File: src/rtl/core/touch_gesture_classifier_core_defines.svh
// ----------------------------------------------------------------------------
// Touch gesture classifier assertion macros
// Shared concurrent assertion helpers for the classifier RTL.
// ----------------------------------------------------------------------------
`ifndef TOUCH_GESTURE_CLASSIFIER_CORE_DEFINES_SVH
`define TOUCH_GESTURE_CLASSIFIER_CORE_DEFINES_SVH

// Same-cycle implication, checked at every rising clock edge outside reset.
`define TGC_ASSERT_NOW(label, ante, cons, msg) \
  label: assert property (@(posedge clk) disable iff (rst) (ante) |-> (cons)) \
    else $error(msg);

// Next-cycle implication, checked at every rising clock edge outside reset.
`define TGC_ASSERT_NEXT(label, ante, cons, msg) \
  label: assert property (@(posedge clk) disable iff (rst) (ante) |=> (cons)) \
    else $error(msg);

`endif

File: src/rtl/core/tgc_pkg.sv
// ----------------------------------------------------------------------------
// Touch gesture classifier package
// Event codes, gesture codes, register indexes and the result record.
// ----------------------------------------------------------------------------
`timescale 1ns / 1ps

package tgc_pkg;

  localparam int OUT_W = 12;

  // Event classes and codes of the touch controller.
  localparam logic [4:0] EV_TYPE_KEY = 5'd1;
  localparam logic [4:0] EV_TYPE_ABS = 5'd3;
  localparam logic [9:0] AXIS_X      = 10'd0;
  localparam logic [9:0] AXIS_Y      = 10'd1;
  localparam logic [9:0] KEY_TOUCH   = 10'd330;

  // Gesture classes.
  localparam logic [2:0] GEST_TAP   = 3'd0;
  localparam logic [2:0] GEST_RIGHT = 3'd1;
  localparam logic [2:0] GEST_LEFT  = 3'd2;
  localparam logic [2:0] GEST_DOWN  = 3'd3;
  localparam logic [2:0] GEST_UP    = 3'd4;
  localparam logic [2:0] GEST_NONE  = 3'd5;

  // Configuration register indexes.
  localparam logic [1:0] REG_TAP_LIMIT    = 2'd0;
  localparam logic [1:0] REG_SWIPE_LIMIT  = 2'd1;
  localparam logic [1:0] REG_SCALE_ENABLE = 2'd2;

  // Reset values of the configuration registers.
  localparam logic [7:0] TAP_LIMIT_RST    = 8'd5;
  localparam logic [9:0] SWIPE_LIMIT_RST  = 10'd50;
  localparam logic       SCALE_ENABLE_RST = 1'b1;

  // Scale factors: X by 800/1024 = 25/32, Y by 480/600 = 4/5.
  // 4/5 is done as c * 52429 >> 16, exact for c below 65536.
  localparam logic [4:0]  X_SCALE_MUL = 5'd25;
  localparam int          X_SCALE_SHR = 5;
  localparam logic [15:0] Y_SCALE_MUL = 16'd52429;
  localparam int          Y_SCALE_SHR = 16;

  typedef struct packed {
    logic [OUT_W-1:0] start_x;
    logic [OUT_W-1:0] start_y;
    logic [OUT_W-1:0] end_x;
    logic [OUT_W-1:0] end_y;
    logic [2:0]       gesture;
    logic [OUT_W-1:0] right_distance;
    logic [OUT_W-1:0] left_distance;
  } result_t;

endpackage

File: src/rtl/core/tgc_classify.sv
// ----------------------------------------------------------------------------
// Touch gesture classifier decision logic
// Classifies a start/end point pair and forms the result record.
// ----------------------------------------------------------------------------
`timescale 1ns / 1ps

module tgc_classify #(
  parameter int COORD_BITS = 12
) (
  input  logic [COORD_BITS-1:0] start_x,
  input  logic [COORD_BITS-1:0] start_y,
  input  logic [COORD_BITS-1:0] end_x,
  input  logic [COORD_BITS-1:0] end_y,
  input  logic [7:0]            tap_limit,
  input  logic [9:0]            swipe_limit,
  output tgc_pkg::result_t      result
);

  localparam int CW = COORD_BITS + 1;

  logic [COORD_BITS-1:0] dx;
  logic [COORD_BITS-1:0] dy;
  logic                  is_tap;
  logic                  is_right;
  logic                  is_left;
  logic                  is_down;
  logic                  is_up;
  logic [CW-1:0]         swipe_ext;

  assign dx = (end_x > start_x) ? (end_x - start_x) : (start_x - end_x);
  assign dy = (end_y > start_y) ? (end_y - start_y) : (start_y - end_y);
  assign swipe_ext = CW'(swipe_limit);

  assign is_tap   = (dx < COORD_BITS'(tap_limit)) && (dy < COORD_BITS'(tap_limit));
  assign is_right = CW'(end_x) > (CW'(start_x) + swipe_ext);
  assign is_left  = CW'(start_x) > (CW'(end_x) + swipe_ext);
  assign is_down  = CW'(end_y) > (CW'(start_y) + swipe_ext);
  assign is_up    = CW'(start_y) > (CW'(end_y) + swipe_ext);

  always_comb begin
    result.start_x        = tgc_pkg::OUT_W'(start_x);
    result.start_y        = tgc_pkg::OUT_W'(start_y);
    result.end_x          = tgc_pkg::OUT_W'(end_x);
    result.end_y          = tgc_pkg::OUT_W'(end_y);
    result.right_distance = '0;
    result.left_distance  = '0;
    if (is_tap) begin
      result.gesture = tgc_pkg::GEST_TAP;
    end else if (is_right) begin
      result.gesture        = tgc_pkg::GEST_RIGHT;
      result.right_distance = tgc_pkg::OUT_W'(end_x - start_x);
    end else if (is_left) begin
      result.gesture       = tgc_pkg::GEST_LEFT;
      result.left_distance = tgc_pkg::OUT_W'(start_x - end_x);
    end else if (is_down) begin
      result.gesture = tgc_pkg::GEST_DOWN;
    end else if (is_up) begin
      result.gesture = tgc_pkg::GEST_UP;
    end else begin
      result.gesture = tgc_pkg::GEST_NONE;
    end
  end

endmodule

File: src/rtl/core/touch_gesture_classifier_core.sv
// ----------------------------------------------------------------------------
// Touch gesture classifier core
// Turns a stream of touch-screen events into one gesture result per release.
// ----------------------------------------------------------------------------
// Events (type, code, value) enter on the s_ stream and are taken at one per
// clock cycle while the input register is not backed up. A taken event is
// held in the input register; for a release, the result register loads from
// it as it moves on, and that load raises m_tvalid. Absolute X and Y samples
// are clamped to COORD_BITS, scaled to an 800 by 480 screen when
// scale_enable is set, and kept as the latest point; the first X and first Y
// after a release are held as the start point.
// A touch release (key event, touch code, value 0) yields one result with the
// start and end points, the gesture class (tap, right, left, down, up, none,
// tested in that order) and the horizontal swipe distance, and rearms the
// start capture. All other events produce no result. The input register keeps
// accepting while a finished result waits for m_tready. It only backs up when
// it holds a release while the result register is occupied and m_tready is
// low. Configuration writes are always accepted and should be issued only
// while no event is in flight.
`timescale 1ns / 1ps

`include "touch_gesture_classifier_core_defines.svh"

module touch_gesture_classifier_core #(
  parameter int COORD_BITS = 12
) (
  input  logic        clk,
  input  logic        rst,
  // Configuration write channel.
  input  logic        cfg_valid,
  output logic        cfg_ready,
  input  logic [1:0]  cfg_index,
  input  logic [9:0]  cfg_data,
  // Event input stream.
  input  logic        s_tvalid,
  output logic        s_tready,
  // s_tdata, from bit 0: event_type[4:0], event_code[9:0], event_value[11:0],
  // zero fill to 32 bits.
  input  logic [31:0] s_tdata,
  // Result output stream.
  output logic        m_tvalid,
  input  logic        m_tready,
  // m_tdata, from bit 0: start_x[11:0], start_y[11:0], end_x[11:0],
  // end_y[11:0], gesture[2:0], right_distance[11:0], left_distance[11:0],
  // zero fill to 80 bits.
  output logic [79:0] m_tdata
);

  // Wide enough to hold both a raw 12-bit value and any COORD_BITS value.
  localparam int WIDE = COORD_BITS + 12;
  localparam logic [WIDE-1:0] COORD_MAX = WIDE'((64'd1 << COORD_BITS) - 64'd1);
  localparam int XP_W = COORD_BITS + 5;
  localparam int YP_W = COORD_BITS + 16;

  // Configuration registers.
  logic [7:0] tap_limit;
  logic [9:0] swipe_limit;
  logic       scale_enable;

  // Input register.
  logic        in_valid;
  logic [4:0]  in_type;
  logic [9:0]  in_code;
  logic [11:0] in_value;

  // Touch tracking state.
  logic                  x_latched;
  logic                  y_latched;
  logic [COORD_BITS-1:0] first_x;
  logic [COORD_BITS-1:0] first_y;
  logic [COORD_BITS-1:0] latest_x;
  logic [COORD_BITS-1:0] latest_y;

  // Result register.
  logic             out_valid;
  tgc_pkg::result_t out_data;

  logic                  is_x;
  logic                  is_y;
  logic                  is_release;
  logic                  advance;
  logic [WIDE-1:0]       raw_ext;
  logic [COORD_BITS-1:0] coord;
  logic [XP_W-1:0]       x_prod;
  logic [YP_W-1:0]       y_prod;
  logic [COORD_BITS-1:0] x_val;
  logic [COORD_BITS-1:0] y_val;
  tgc_pkg::result_t      result;

  // ---------------------------------------------------------------------------
  // Configuration port: every write completes in the cycle it is offered.
  // Writes to an index beyond the register list are accepted and dropped.
  // ---------------------------------------------------------------------------
  assign cfg_ready = 1'b1;

  always_ff @(posedge clk) begin
    if (rst) begin
      tap_limit    <= tgc_pkg::TAP_LIMIT_RST;
      swipe_limit  <= tgc_pkg::SWIPE_LIMIT_RST;
      scale_enable <= tgc_pkg::SCALE_ENABLE_RST;
    end else if (cfg_valid && cfg_ready) begin
      unique case (cfg_index)
        tgc_pkg::REG_TAP_LIMIT:    tap_limit    <= cfg_data[7:0];
        tgc_pkg::REG_SWIPE_LIMIT:  swipe_limit  <= cfg_data;
        tgc_pkg::REG_SCALE_ENABLE: scale_enable <= cfg_data[0];
        default: ;
      endcase
    end
  end

  // ---------------------------------------------------------------------------
  // Event decode on the registered event.
  // ---------------------------------------------------------------------------
  assign is_x = (in_type == tgc_pkg::EV_TYPE_ABS) && (in_code == tgc_pkg::AXIS_X);
  assign is_y = (in_type == tgc_pkg::EV_TYPE_ABS) && (in_code == tgc_pkg::AXIS_Y);
  assign is_release = (in_type == tgc_pkg::EV_TYPE_KEY) &&
                      (in_code == tgc_pkg::KEY_TOUCH) && (in_value == 12'd0);

  // The held event moves on unless it is a release and the result register
  // still holds a result that has not been taken.
  assign advance  = in_valid && (!is_release || !out_valid || m_tready);
  assign s_tready = !in_valid || advance;

  always_ff @(posedge clk) begin
    if (rst) begin
      in_valid <= 1'b0;
    end else if (s_tready) begin
      in_valid <= s_tvalid;
    end
  end

  always_ff @(posedge clk) begin
    if (s_tready && s_tvalid) begin
      in_type  <= s_tdata[4:0];
      in_code  <= s_tdata[14:5];
      in_value <= s_tdata[26:15];
    end
  end

  // ---------------------------------------------------------------------------
  // Coordinate clamp and scaling. X is scaled by 25/32; Y by 4/5 through a
  // reciprocal multiply, which is exact over the whole coordinate range.
  // ---------------------------------------------------------------------------
  assign raw_ext = WIDE'(in_value);
  assign coord   = (raw_ext > COORD_MAX) ? COORD_MAX[COORD_BITS-1:0]
                                         : raw_ext[COORD_BITS-1:0];
  assign x_prod  = XP_W'(coord) * XP_W'(tgc_pkg::X_SCALE_MUL);
  assign y_prod  = YP_W'(coord) * YP_W'(tgc_pkg::Y_SCALE_MUL);
  assign x_val   = scale_enable ? x_prod[tgc_pkg::X_SCALE_SHR +: COORD_BITS] : coord;
  assign y_val   = scale_enable ? y_prod[tgc_pkg::Y_SCALE_SHR +: COORD_BITS] : coord;

  // ---------------------------------------------------------------------------
  // Touch tracking: latest point always follows, the start point is captured
  // once per touch and rearmed by the release.
  // ---------------------------------------------------------------------------
  always_ff @(posedge clk) begin
    if (rst) begin
      x_latched <= 1'b0;
      y_latched <= 1'b0;
      first_x   <= '0;
      first_y   <= '0;
      latest_x  <= '0;
      latest_y  <= '0;
    end else if (advance) begin
      if (is_x) begin
        latest_x <= x_val;
        if (!x_latched) begin
          first_x   <= x_val;
          x_latched <= 1'b1;
        end
      end
      if (is_y) begin
        latest_y <= y_val;
        if (!y_latched) begin
          first_y   <= y_val;
          y_latched <= 1'b1;
        end
      end
      if (is_release) begin
        x_latched <= 1'b0;
        y_latched <= 1'b0;
      end
    end
  end

  // ---------------------------------------------------------------------------
  // Gesture decision and result register.
  // ---------------------------------------------------------------------------
  tgc_classify #(
    .COORD_BITS (COORD_BITS)
  ) u_classify (
    .start_x     (first_x),
    .start_y     (first_y),
    .end_x       (latest_x),
    .end_y       (latest_y),
    .tap_limit   (tap_limit),
    .swipe_limit (swipe_limit),
    .result      (result)
  );

  always_ff @(posedge clk) begin
    if (rst) begin
      out_valid <= 1'b0;
    end else if (advance && is_release) begin
      out_valid <= 1'b1;
    end else if (m_tready) begin
      out_valid <= 1'b0;
    end
  end

  always_ff @(posedge clk) begin
    if (advance && is_release) begin
      out_data <= result;
    end
  end

  assign m_tvalid = out_valid;
  assign m_tdata  = {5'd0, out_data.left_distance, out_data.right_distance,
                     out_data.gesture, out_data.end_y, out_data.end_x,
                     out_data.start_y, out_data.start_x};

  // ---------------------------------------------------------------------------
  // Assertions.
  // ---------------------------------------------------------------------------
  `TGC_ASSERT_NOW(a_right_dist_only_right, m_tvalid && (out_data.gesture != tgc_pkg::GEST_RIGHT), out_data.right_distance == '0, "right distance set on a non-right gesture")
  `TGC_ASSERT_NOW(a_left_dist_only_left, m_tvalid && (out_data.gesture != tgc_pkg::GEST_LEFT), out_data.left_distance == '0, "left distance set on a non-left gesture")
  `TGC_ASSERT_NEXT(a_release_rearms, advance && is_release, !x_latched && !y_latched && m_tvalid, "release did not rearm capture or post a result")
  `TGC_ASSERT_NOW(a_stall_only_when_full, !s_tready, in_valid && is_release && m_tvalid && !m_tready, "input stalled without a pending result")

endmodule
File: config.mk
export PLATFORM = sky130hd
export DESIGN_NAME = touch_gesture_classifier_core
export DESIGN_NICKNAME = d
export VERILOG_FILES = /design/src/rtl/core/tgc_pkg.sv /design/src/rtl/core/tgc_classify.sv /design/src/rtl/core/touch_gesture_classifier_core.sv
export VERILOG_INCLUDE_DIRS = /design/src /design/src/rtl/core
export SDC_FILE = /design/constraint.sdc
export NUM_CORES = 1
export LEC_CHECK = 0
export BUFFER_PORTS_ARGS = -buffer_cell sky130_fd_sc_hd__buf_2
export CORE_ASPECT_RATIO = 2
export CORE_MARGIN = 4
export CORE_UTILIZATION = 50
export CTS_BUF_LIST = sky130_fd_sc_hd__clkbuf_8
export CTS_CLUSTER_SIZE = 24
export DETAILED_ROUTE_END_ITERATION = 10
export GPL_TIMING_DRIVEN = 0
export PLACE_DENSITY = 0.69
export SLEW_MARGIN = 25
export SYNTH_ARGS = -nofsm -noshare
export SYNTH_HDL_FRONTEND = slang
export SYNTH_HIERARCHICAL = 1
export SYNTH_SLANG_ARGS = --single-unit
File: constraint.sdc
create_clock -name clk -period 7.36 [get_ports clk]
set_input_delay 0.736 -clock clk [delete_from_list [all_inputs] [get_ports clk]]
set_output_delay 0.736 -clock clk [all_outputs]
set_load 0.02 [all_outputs]
Yosys cells after proc, flatten, opt, wreduce, memory -nomap -nowiden
Cells that the tools add are included.
{"block": "totals", "ff_bits": 173, "input_bits": 49, "wordCells": 100}
{"block": "classes", "n_addsub": 8, "multipliers": 2, "n_lt_le_gt_ge": 9, "eq_ne": 6, "n_mux": 15, "bitwise": 4, "reduce_logical": 33}
{"op": "two-way mux 12 bit", "n": 5}
{"op": "adder 12 x 10 -> 13 bit", "n": 4}
{"op": "greater-than comparator 12 x 13 -> 1 bit", "n": 4}
{"op": "subtractor 12 bit", "n": 4}
{"op": "multiplier 12 x 16 -> 28 bit, second input constant", "n": 1}
{"op": "greater-than comparator 12 bit", "n": 2}
{"op": "< comparator 12 x 8 -> 1 bit", "n": 2}
{"op": "multiplier 12 x 5 -> 17 bit, second input constant", "n": 1}
{"op": "AND reduction 2 bit", "n": 7}
{"op": "greater-than comparator 12 bit, second input constant", "n": 1}
{"op": "zero test 12 bit", "n": 1}
{"op": "equality test 10 x 1 -> 1 bit, second input constant", "n": 1}
{"op": "equality test 10 x 9 -> 1 bit, second input constant", "n": 1}
{"op": "zero test 10 bit", "n": 1}
{"op": "logical AND 1 bit", "n": 8}
{"op": "two-way mux 1 bit", "n": 8}
{"op": "AND reduction 3 bit", "n": 2}
{"op": "nonzero test 2 bit", "n": 3}
{"op": "equality test 5 x 1 -> 1 bit, second input constant", "n": 1}
{"op": "equality test 5 x 2 -> 1 bit, second input constant", "n": 1}
{"op": "two-way mux 2 bit", "n": 2}
{"op": "NOT 1 bit", "n": 4}
{"op": "OR reduction 2 bit", "n": 2}
{"op": "OR reduction 4 bit", "n": 1}
{"op": "6 further kinds", "n": 10}

Longest topological paths before layout
Gate-level depths: netlist (run 1).
{"block": "logic_depth", "depth_word": 9, "mapped_depth": 22, "depth_no_buf": 20}

By module
Netlist (run 1), hierarchy kept.
{"module": "touch_gesture_classifier_core", "n_inst": 1, "cells_per_inst": 837, "area_per_inst_um2": 9566.7}
{"module": "tgc_classify", "n_inst": 1, "cells_per_inst": 855, "area_per_inst_um2": 6277.3}

Worst setup path after synthesis (run 1)
No wires, ideal clock.
{"block": "synth_timing", "kind": "register to register", "startpoint": "reg in_value[10]", "endpoint": "reg first_y[9]", "arrival_ns": 5.092, "required_time_ns": 7.281, "setup_slack_ns": 2.189, "stages_incl_launch_ff": 19, "synth_period_minus_slack_ns": 5.171, "cell_sequence": "edfxtp_1 > inv_1 > ha_1 > inv_1 > fa_1 > inv_1 > fa_1 > inv_1 > fa_1 > fa_1 > inv_1 > ha_1 > a21oi_1 > o21ai_0 > a311o_1 > o211a_1 > o21ai_1 > mux2_2 > a211oi_2"}
{"block": "synth_via", "elab_chain_len": 7}
{"element": "start: declaration", "line_no": "touch_gesture_classifier_core.sv:64", "source": "logic [11:0] in_value;"}
{"element": "start signal: assignment", "line_no": "touch_gesture_classifier_core.sv:136", "source": "in_value <= s_tdata[26:15];"}
{"element": "branches (longest 7 deep; another with multiplier 12 x 16 -> 28 bit)"}
{"element": "end signal: assignment", "line_no": "touch_gesture_classifier_core.sv:175", "source": "first_y <= y_val;"}
{"element": "end: declaration", "line_no": "touch_gesture_classifier_core.sv:70", "source": "logic [COORD_BITS-1:0] first_y;"}
Several ways; the timed one is not identified.
A chain may end at the register's enable or synchronous reset.

Worst setup path after layout (run 1)
{"block": "layout_timing", "startpoint": "reg in_value[7]", "endpoint": "reg first_y[11]"}
The elaborated chain is that of the path after synthesis.

==> impl_metrics.env, run 1 <==
export IMPL_outcome="complete, no violations"
export IMPL_start_util=0.504
export IMPL_drive_above_1_share=0.144
export IMPL_grt_start_max_net_pins=60
export IMPL_setup_violations_final=0
export IMPL_ios=132
export IMPL_ctsHtreeMaxLevel=4
export IMPL_hold_ws_ns=0.410
export IMPL_vias_per_cell=5.59
export IMPL_synth_cells=1692
export IMPL_rsz0062_at_grt="false"
export IMPL_worstPathRequired_ns=7.72
export IMPL_cap_violations=0
export IMPL_pwr_share_seq=0.297
export IMPL_synth_edff_count=102
export IMPL_async_reset_ff_frac=0
export IMPL_use_met1=0.222
export IMPL_drtAntennaViolNets=0
export IMPL_critPathMaxStageDelay_ns=0.62
export IMPL_numCtsBuffers=17
export IMPL_power_density_mw_per_mm2=205
export IMPL_clkPwrFrac=0.185
export IMPL_cp_common_cell="inv_1"
export IMPL_rows=92
export IMPL_total_leakage_power_uw=0.00800
export IMPL_worstPathCellList="inv_1 -> ha_1 -> inv_1 -> fa_1 -> inv_1 -> fa_1 -> inv_1 -> fa_1 -> fa_1 -> inv_1 -> ha_1 -> a21oi_1 -> o21ai_0 -> a311o_1 -> o211a_1 -> a2111o_1 -> o2111ai_1 -> a21oi_1"
export IMPL_grt_pass1_vias=13300
export IMPL_area_delta_synth_final_pct=9.86
export IMPL_postCtsSetupBuffers=0
export IMPL_fin_crit_ns=5.98
export IMPL_cp_max_fo=7
export IMPL_clockBufferDepth=2
export IMPL_grt_util_all_layers=0.250
export IMPL_power_switching_uw=1480
export IMPL_root_buffer="clkbuf_8"
export IMPL_die_y_um=260
export IMPL_path_class="register to register"
export IMPL_busiest_layer="met2"
export IMPL_path_buf_inv=5
export IMPL_drc=0
export IMPL_synth_distinct_cells=80
export IMPL_final_cell_mix="ha_1, inv_1, buf_2, nor2_1, edfxtp_1"
export IMPL_hold_viol=0
export IMPL_ctsHoldBuffers=0
export IMPL_max_clock_freq_ghz=0.167
export IMPL_maxSlewViolCount=0
export IMPL_final_nets=2193
export IMPL_use_met3=0.0286
export IMPL_grt_overflow=0
export IMPL_fin_crit_sh=0.813
export IMPL_seq_area_frac_synth=0.283
export IMPL_holdCritPathClass="primary input to register"
export IMPL_synth_ff_type="edfxtp_1"
export IMPL_core_area_mm2=0.0314
export IMPL_die_width_um=134
export IMPL_clk_pin_slew_worst_paths_ns=0.10
export IMPL_cts_tree="done"
export IMPL_drt_iter0_drc=651
export IMPL_place_hpwl_mm=36.2
export IMPL_grt_first_pass_wirelength_mm=67.0
export IMPL_first_pass_iters=5
export IMPL_crit_arrival_ns=6.34
export IMPL_synthesis_area_mm2=0.0158
export IMPL_met2_usage=0.486
export IMPL_die_area_mm2=0.0348
export IMPL_p_int_uw=2090
export IMPL_tightestPinTransition_ns=0.976
export IMPL_cp_end_kind="register"
export IMPL_ys_ff_latch=173
export IMPL_yosysWarnings=6
export IMPL_dr_total_vias=12700
export IMPL_rrSetupSlack_ns=1.38
export IMPL_antenna_found_initial=3
export IMPL_fin_skew_ns=0.0214
export IMPL_swShare=0.414
export IMPL_wl_per_cell_um=19.0
export IMPL_cpMaxStageDelayCell="edfxtp_1"
export IMPL_cts_num_sinks=173
export IMPL_clock_latency_ns=0.49
export IMPL_maxSlewHeadroom=0.344
export IMPL_layout_commonest_cell="ha_1"
export IMPL_wl_mm=43.1
export IMPL_synth_area_per_cell_um2=9.36
export IMPL_cp_start_kind="register"
export IMPL_io_buffers=119
export IMPL_post_cts_resize_count=0
export IMPL_combPwrFrac=0.518
export IMPL_ir_drop_mv=0.295
export IMPL_setup_tns_ns=0
export IMPL_gp_congestion=0.989
export IMPL_crit_family="adder cells"
==> synthesized netlist by cell type (15+ instances only) <==
cell | count | share of area
a211oi_1 | 45 | 0.021
a21o_1 | 36 | 0.017
a21oi_1 | 101 | 0.032
buf_4 | 58 | 0.027
clkbuf_1 | 31 | 0.0073
dfxtp_1 | 71 | 0.090
edfxtp_1 | 102 | 0.19
fa_1 | 57 | 0.072
ha_1 | 252 | 0.20
inv_1 | 203 | 0.048
mux2i_1 | 26 | 0.016
nand2_1 | 89 | 0.021
nand2b_1 | 15 | 0.0059
nand3_1 | 24 | 0.0076
nand4_1 | 17 | 0.0067
nor2_1 | 115 | 0.027
nor2b_1 | 23 | 0.0091
nor3_1 | 48 | 0.015
o21a_1 | 26 | 0.012
o21ai_0 | 50 | 0.016
o31ai_1 | 16 | 0.0076
or2_2 | 15 | 0.0059
or3_1 | 15 | 0.0059
xnor2_1 | 46 | 0.025
xor2_1 | 28 | 0.015
==> final timing paths <==
| path | cells after the start | endpoint | from |
|---|---|---|---|
| setup / recovery | 18 | first_y[11] | in_value[7] |
| hold / removal | 1 | in_type[3] | s_tdata[3] |
| setup reg to reg | 18 | first_y[11] | in_value[7] |
| hold reg to reg | 1 | x_latched | x_latched |
==> power by group through the flow <==
stage | Clock (µW) | Sequential (µW) | Combinational [µW]
global placement | 0 | 1080 | 1800
finish | 659 | 1060 | 1850
detailed placement | 0 | 1080 | 1830
CTS | 672 | 1060 | 1850
global route | 711 | 1060 | 2100
floorplan | 0 | 1070 | 1400
==> area by class of cell <==
type,instances,area [µm²]
well taps,423,529
multi-input cells,1212,9960
inverters,203,762
flip-flops and latches,173,4480
clock buffers,18,248
diodes,3,7.51
fillers,2896,14000
plain buffers,108,662
repair buffers,120,623
clock inverters,14,129
==> flip-flops by register name (all words and copies together) (netlist names) <==
name,cells
m_tdata,75
first_x,12
first_y,12
in_value,12
latest_x,12
latest_y,12
in_code,10
swipe_limit,10
tap_limit,8
in_type,5
in_valid,1
m_tvalid,1
scale_enable,1
x_latched,1
y_latched,1
==> routing by layer <==
layer	vias up	wire (µm)
met4	0	4080
li1	6187	-
met3	158	1420
met5	-	0
met1	6029	14000
met2	336	23600
==> cell families after synthesis <==
| group | Yosys count | synth area share |
|---|---|---|
| AND/OR/NAND/NOR | 424 | 0.135 |
| adder cells (fa/ha/maj) | 309 | 0.271 |
| AO/OA/AOI/OAI | 367 | 0.159 |
| XOR/XNOR | 74 | 0.0409 |
| flip-flops | 173 | 0.283 |
| multiplexers | 32 | 0.0207 |
| other | 2 | 0.000474 |
| buffers and inverters | 311 | 0.0899 |
==> metrics by stage <==
step,util,instances,setup WS [ns],total power [µW],instance area (µm²)
3_5_place_dp,0.542,2239,1.40,2920,17000
5_1_grt,0.554,2273,1.18,3880,17400
3_3_place_gp,0.540,2238,1.46,2880,17000
2_1_floorplan,-,1696,2.19,2470,15900
6_report,0.554,2274,1.38,3570,17400
4_1_cts,0.554,2271,1.38,3590,17400
No activity file was read; power rests on OpenSTA's default activity.
==> inputs of run 2 (changes only) <==
- PLACE_DENSITY: 0.69 -> 0.71
- clock period: 7.36 -> 5.5 ns (I/O delays scaled with it)
==> impl_metrics.env, run 2 (same netlist as run 1, synthesis figures left out) <==
export IMPL_outcome="complete, no violations"
export IMPL_path_class="register to register"
export IMPL_rsz0062_at_grt="false"
export IMPL_power_density_mw_per_mm2=284
export IMPL_maxSlewViolCount=0
export IMPL_die_width_um=134
export IMPL_critPathMaxStageDelay_ns=0.43
export IMPL_r2r_start="first_y[4]"
export IMPL_dr_total_vias=12900
export IMPL_stdcell_count=2292
export IMPL_crit_arrival_ns=5.60
export IMPL_numCtsBuffers=17
export IMPL_worstPathCellList="inv_1 -> ha_1 -> clkbuf_1 -> nand4_1 -> a211o_1 -> and3_1 -> o31ai_4 -> buf_4 -> mux2_2 -> ha_1 -> a2111oi_0 -> o21bai_1 -> a211oi_1 -> a2bb2oi_2 -> nand4_1 -> a22oi_4 -> buf_6 -> nor3_1"
export IMPL_maxSlewHeadroom=0.366
export IMPL_antenna_found_initial=4
export IMPL_multiInputGateArea_mm2=0.0101
export IMPL_layout_commonest_cell="ha_1"
export IMPL_final_nets=2211
export IMPL_cpMaxStageDelayCell="dfxtp_2"
export IMPL_place_hpwl_mm=36.3
export IMPL_stdcell_area_mm2=0.0177
export IMPL_seqCellArea_mm2=0.00449
export IMPL_fin_skew_ns=0.0117
export IMPL_grt_start_max_net_pins=60
export IMPL_ctsHtreeMaxLevel=4
export IMPL_final_cell_mix="ha_1, inv_1, buf_2, nor2_1, edfxtp_1"
export IMPL_n_fill_cell=2842
export IMPL_grt_overflow=0
export IMPL_core_area_mm2=0.0314
export IMPL_vias_per_cell=5.63
export IMPL_first_pass_iters=5
export IMPL_tightestPinTransition_ns=0.943
export IMPL_cts_num_sinks=173
export IMPL_root_buffer="clkbuf_8"
export IMPL_cp_start_kind="register"
export IMPL_place_area_mm2=0.0170
export IMPL_setup_tns_ns=0
export IMPL_dpl_cell_count=2239
export IMPL_drc=0
export IMPL_clock_latency_ns=0.51
export IMPL_crit_start="first_y[4]"
export IMPL_max_clock_freq_ghz=0.186
export IMPL_grt_first_pass_wirelength_mm=67.7
export IMPL_hold_start="s_tdata[7]"
export IMPL_rows=92
export IMPL_cap_violations=0
export IMPL_hold_viol=0
export IMPL_die_y_um=260
export IMPL_grt_util_all_layers=0.254
export IMPL_path_buf_inv=4
export IMPL_holdCritPathClass="primary input to register"
export IMPL_wl_per_cell_um=19.3
export IMPL_total_leakage_power_uw=0.00810
export IMPL_fin_crit_sh=0.975
export IMPL_clockBufferDepth=2
export IMPL_drtAntennaViolNets=0
export IMPL_die_area_mm2=0.0348
export IMPL_clk_pin_slew_worst_paths_ns=0.10
export IMPL_wl_mm=44.3
export IMPL_drt_iter0_drc=687
export IMPL_io_buffers=119
export IMPL_cp_max_fo=10
export IMPL_ios=132
export IMPL_gp_congestion=0.972
export IMPL_ir_drop_mv=0.356
export IMPL_setup_violations_final=0
export IMPL_cts_tree="done"
export IMPL_start_util=0.504
export IMPL_crit_family="compound AO/OA/AOI/OAI gates"
export IMPL_worstPathRequired_ns=5.74
export IMPL_grt_pass1_vias=13200
export IMPL_cp_end_kind="register"
export IMPL_fin_crit_ns=5.36
export IMPL_drive_above_1_share=0.170
export IMPL_p_total_uw=5050
export IMPL_largest_reg_flops=75
export IMPL_area_delta_synth_final_pct=12.0
[run 2: cell count changes in the layout (fill, tap and decap cells not counted), sizes merged]
cell | before | now
buf | 197 | 216
clkbuf | 49 | 47
bufinv | 1 | 0
clkinv | 2 | 3
clkinvlp | 1 | 2
[run 2: final timing paths]
path         slack [ns]           to  depth (start not counted)
max reg2reg        0.14  m_tdata[57]                         18
min                0.21   in_code[2]                          1
min reg2reg        0.50    x_latched                          1
max                0.14  m_tdata[57]                         18
[run 2: what timing repair did]
item,4_1_cts,5_1_grt
gates resized for setup,12,31
setup endpoints to repair,51,45
pin swaps,4,12
hold endpoints to repair,0,0
setup buffers,16,3
hold buffers,0,0
[run 2: report_power, final]
| group | leakage, µW | internal (µW) | switching [µW] |
|---|---|---|---|
| clock | 0.000189 | 335 | 537 |
| sequential | 0.00154 | 1380 | 25.7 |
| combinational | 0.00637 | 1190 | 1580 |
[run 2: area by class of cell]
class,instances,area share
Multi-Input combinational cell,1212,0.572
Sequential cell,173,0.253
Timing Repair Buffer,139,0.0432
Inverter,203,0.0429
Buffer,107,0.0374
Tap cell,423,0.0298
Clock buffer,17,0.0132
Clock inverter,15,0.00811
Antenna cell,3,0.000423
[run 2: per-stage QoR]
stage,utilization,hold slack [ns],setup WS [ns]
2_1_floorplan,-,0.460,0.329
3_3_place_gp,0.540,0.474,-0.407
3_5_place_dp,0.542,0.476,-0.506
4_1_cts,0.559,0.173,0.00248
5_1_grt,0.565,0.182,0.00498
6_report,0.565,0.211,0.135
[run 2: per-layer routing]
layer,up-vias,wire length (µm),global-route usage
met4,2,4100,0.216
met3,181,1530,0.0370
met2,390,24200,0.487
li1,6232,-,-
met1,6107,14500,0.224
met5,-,12,0
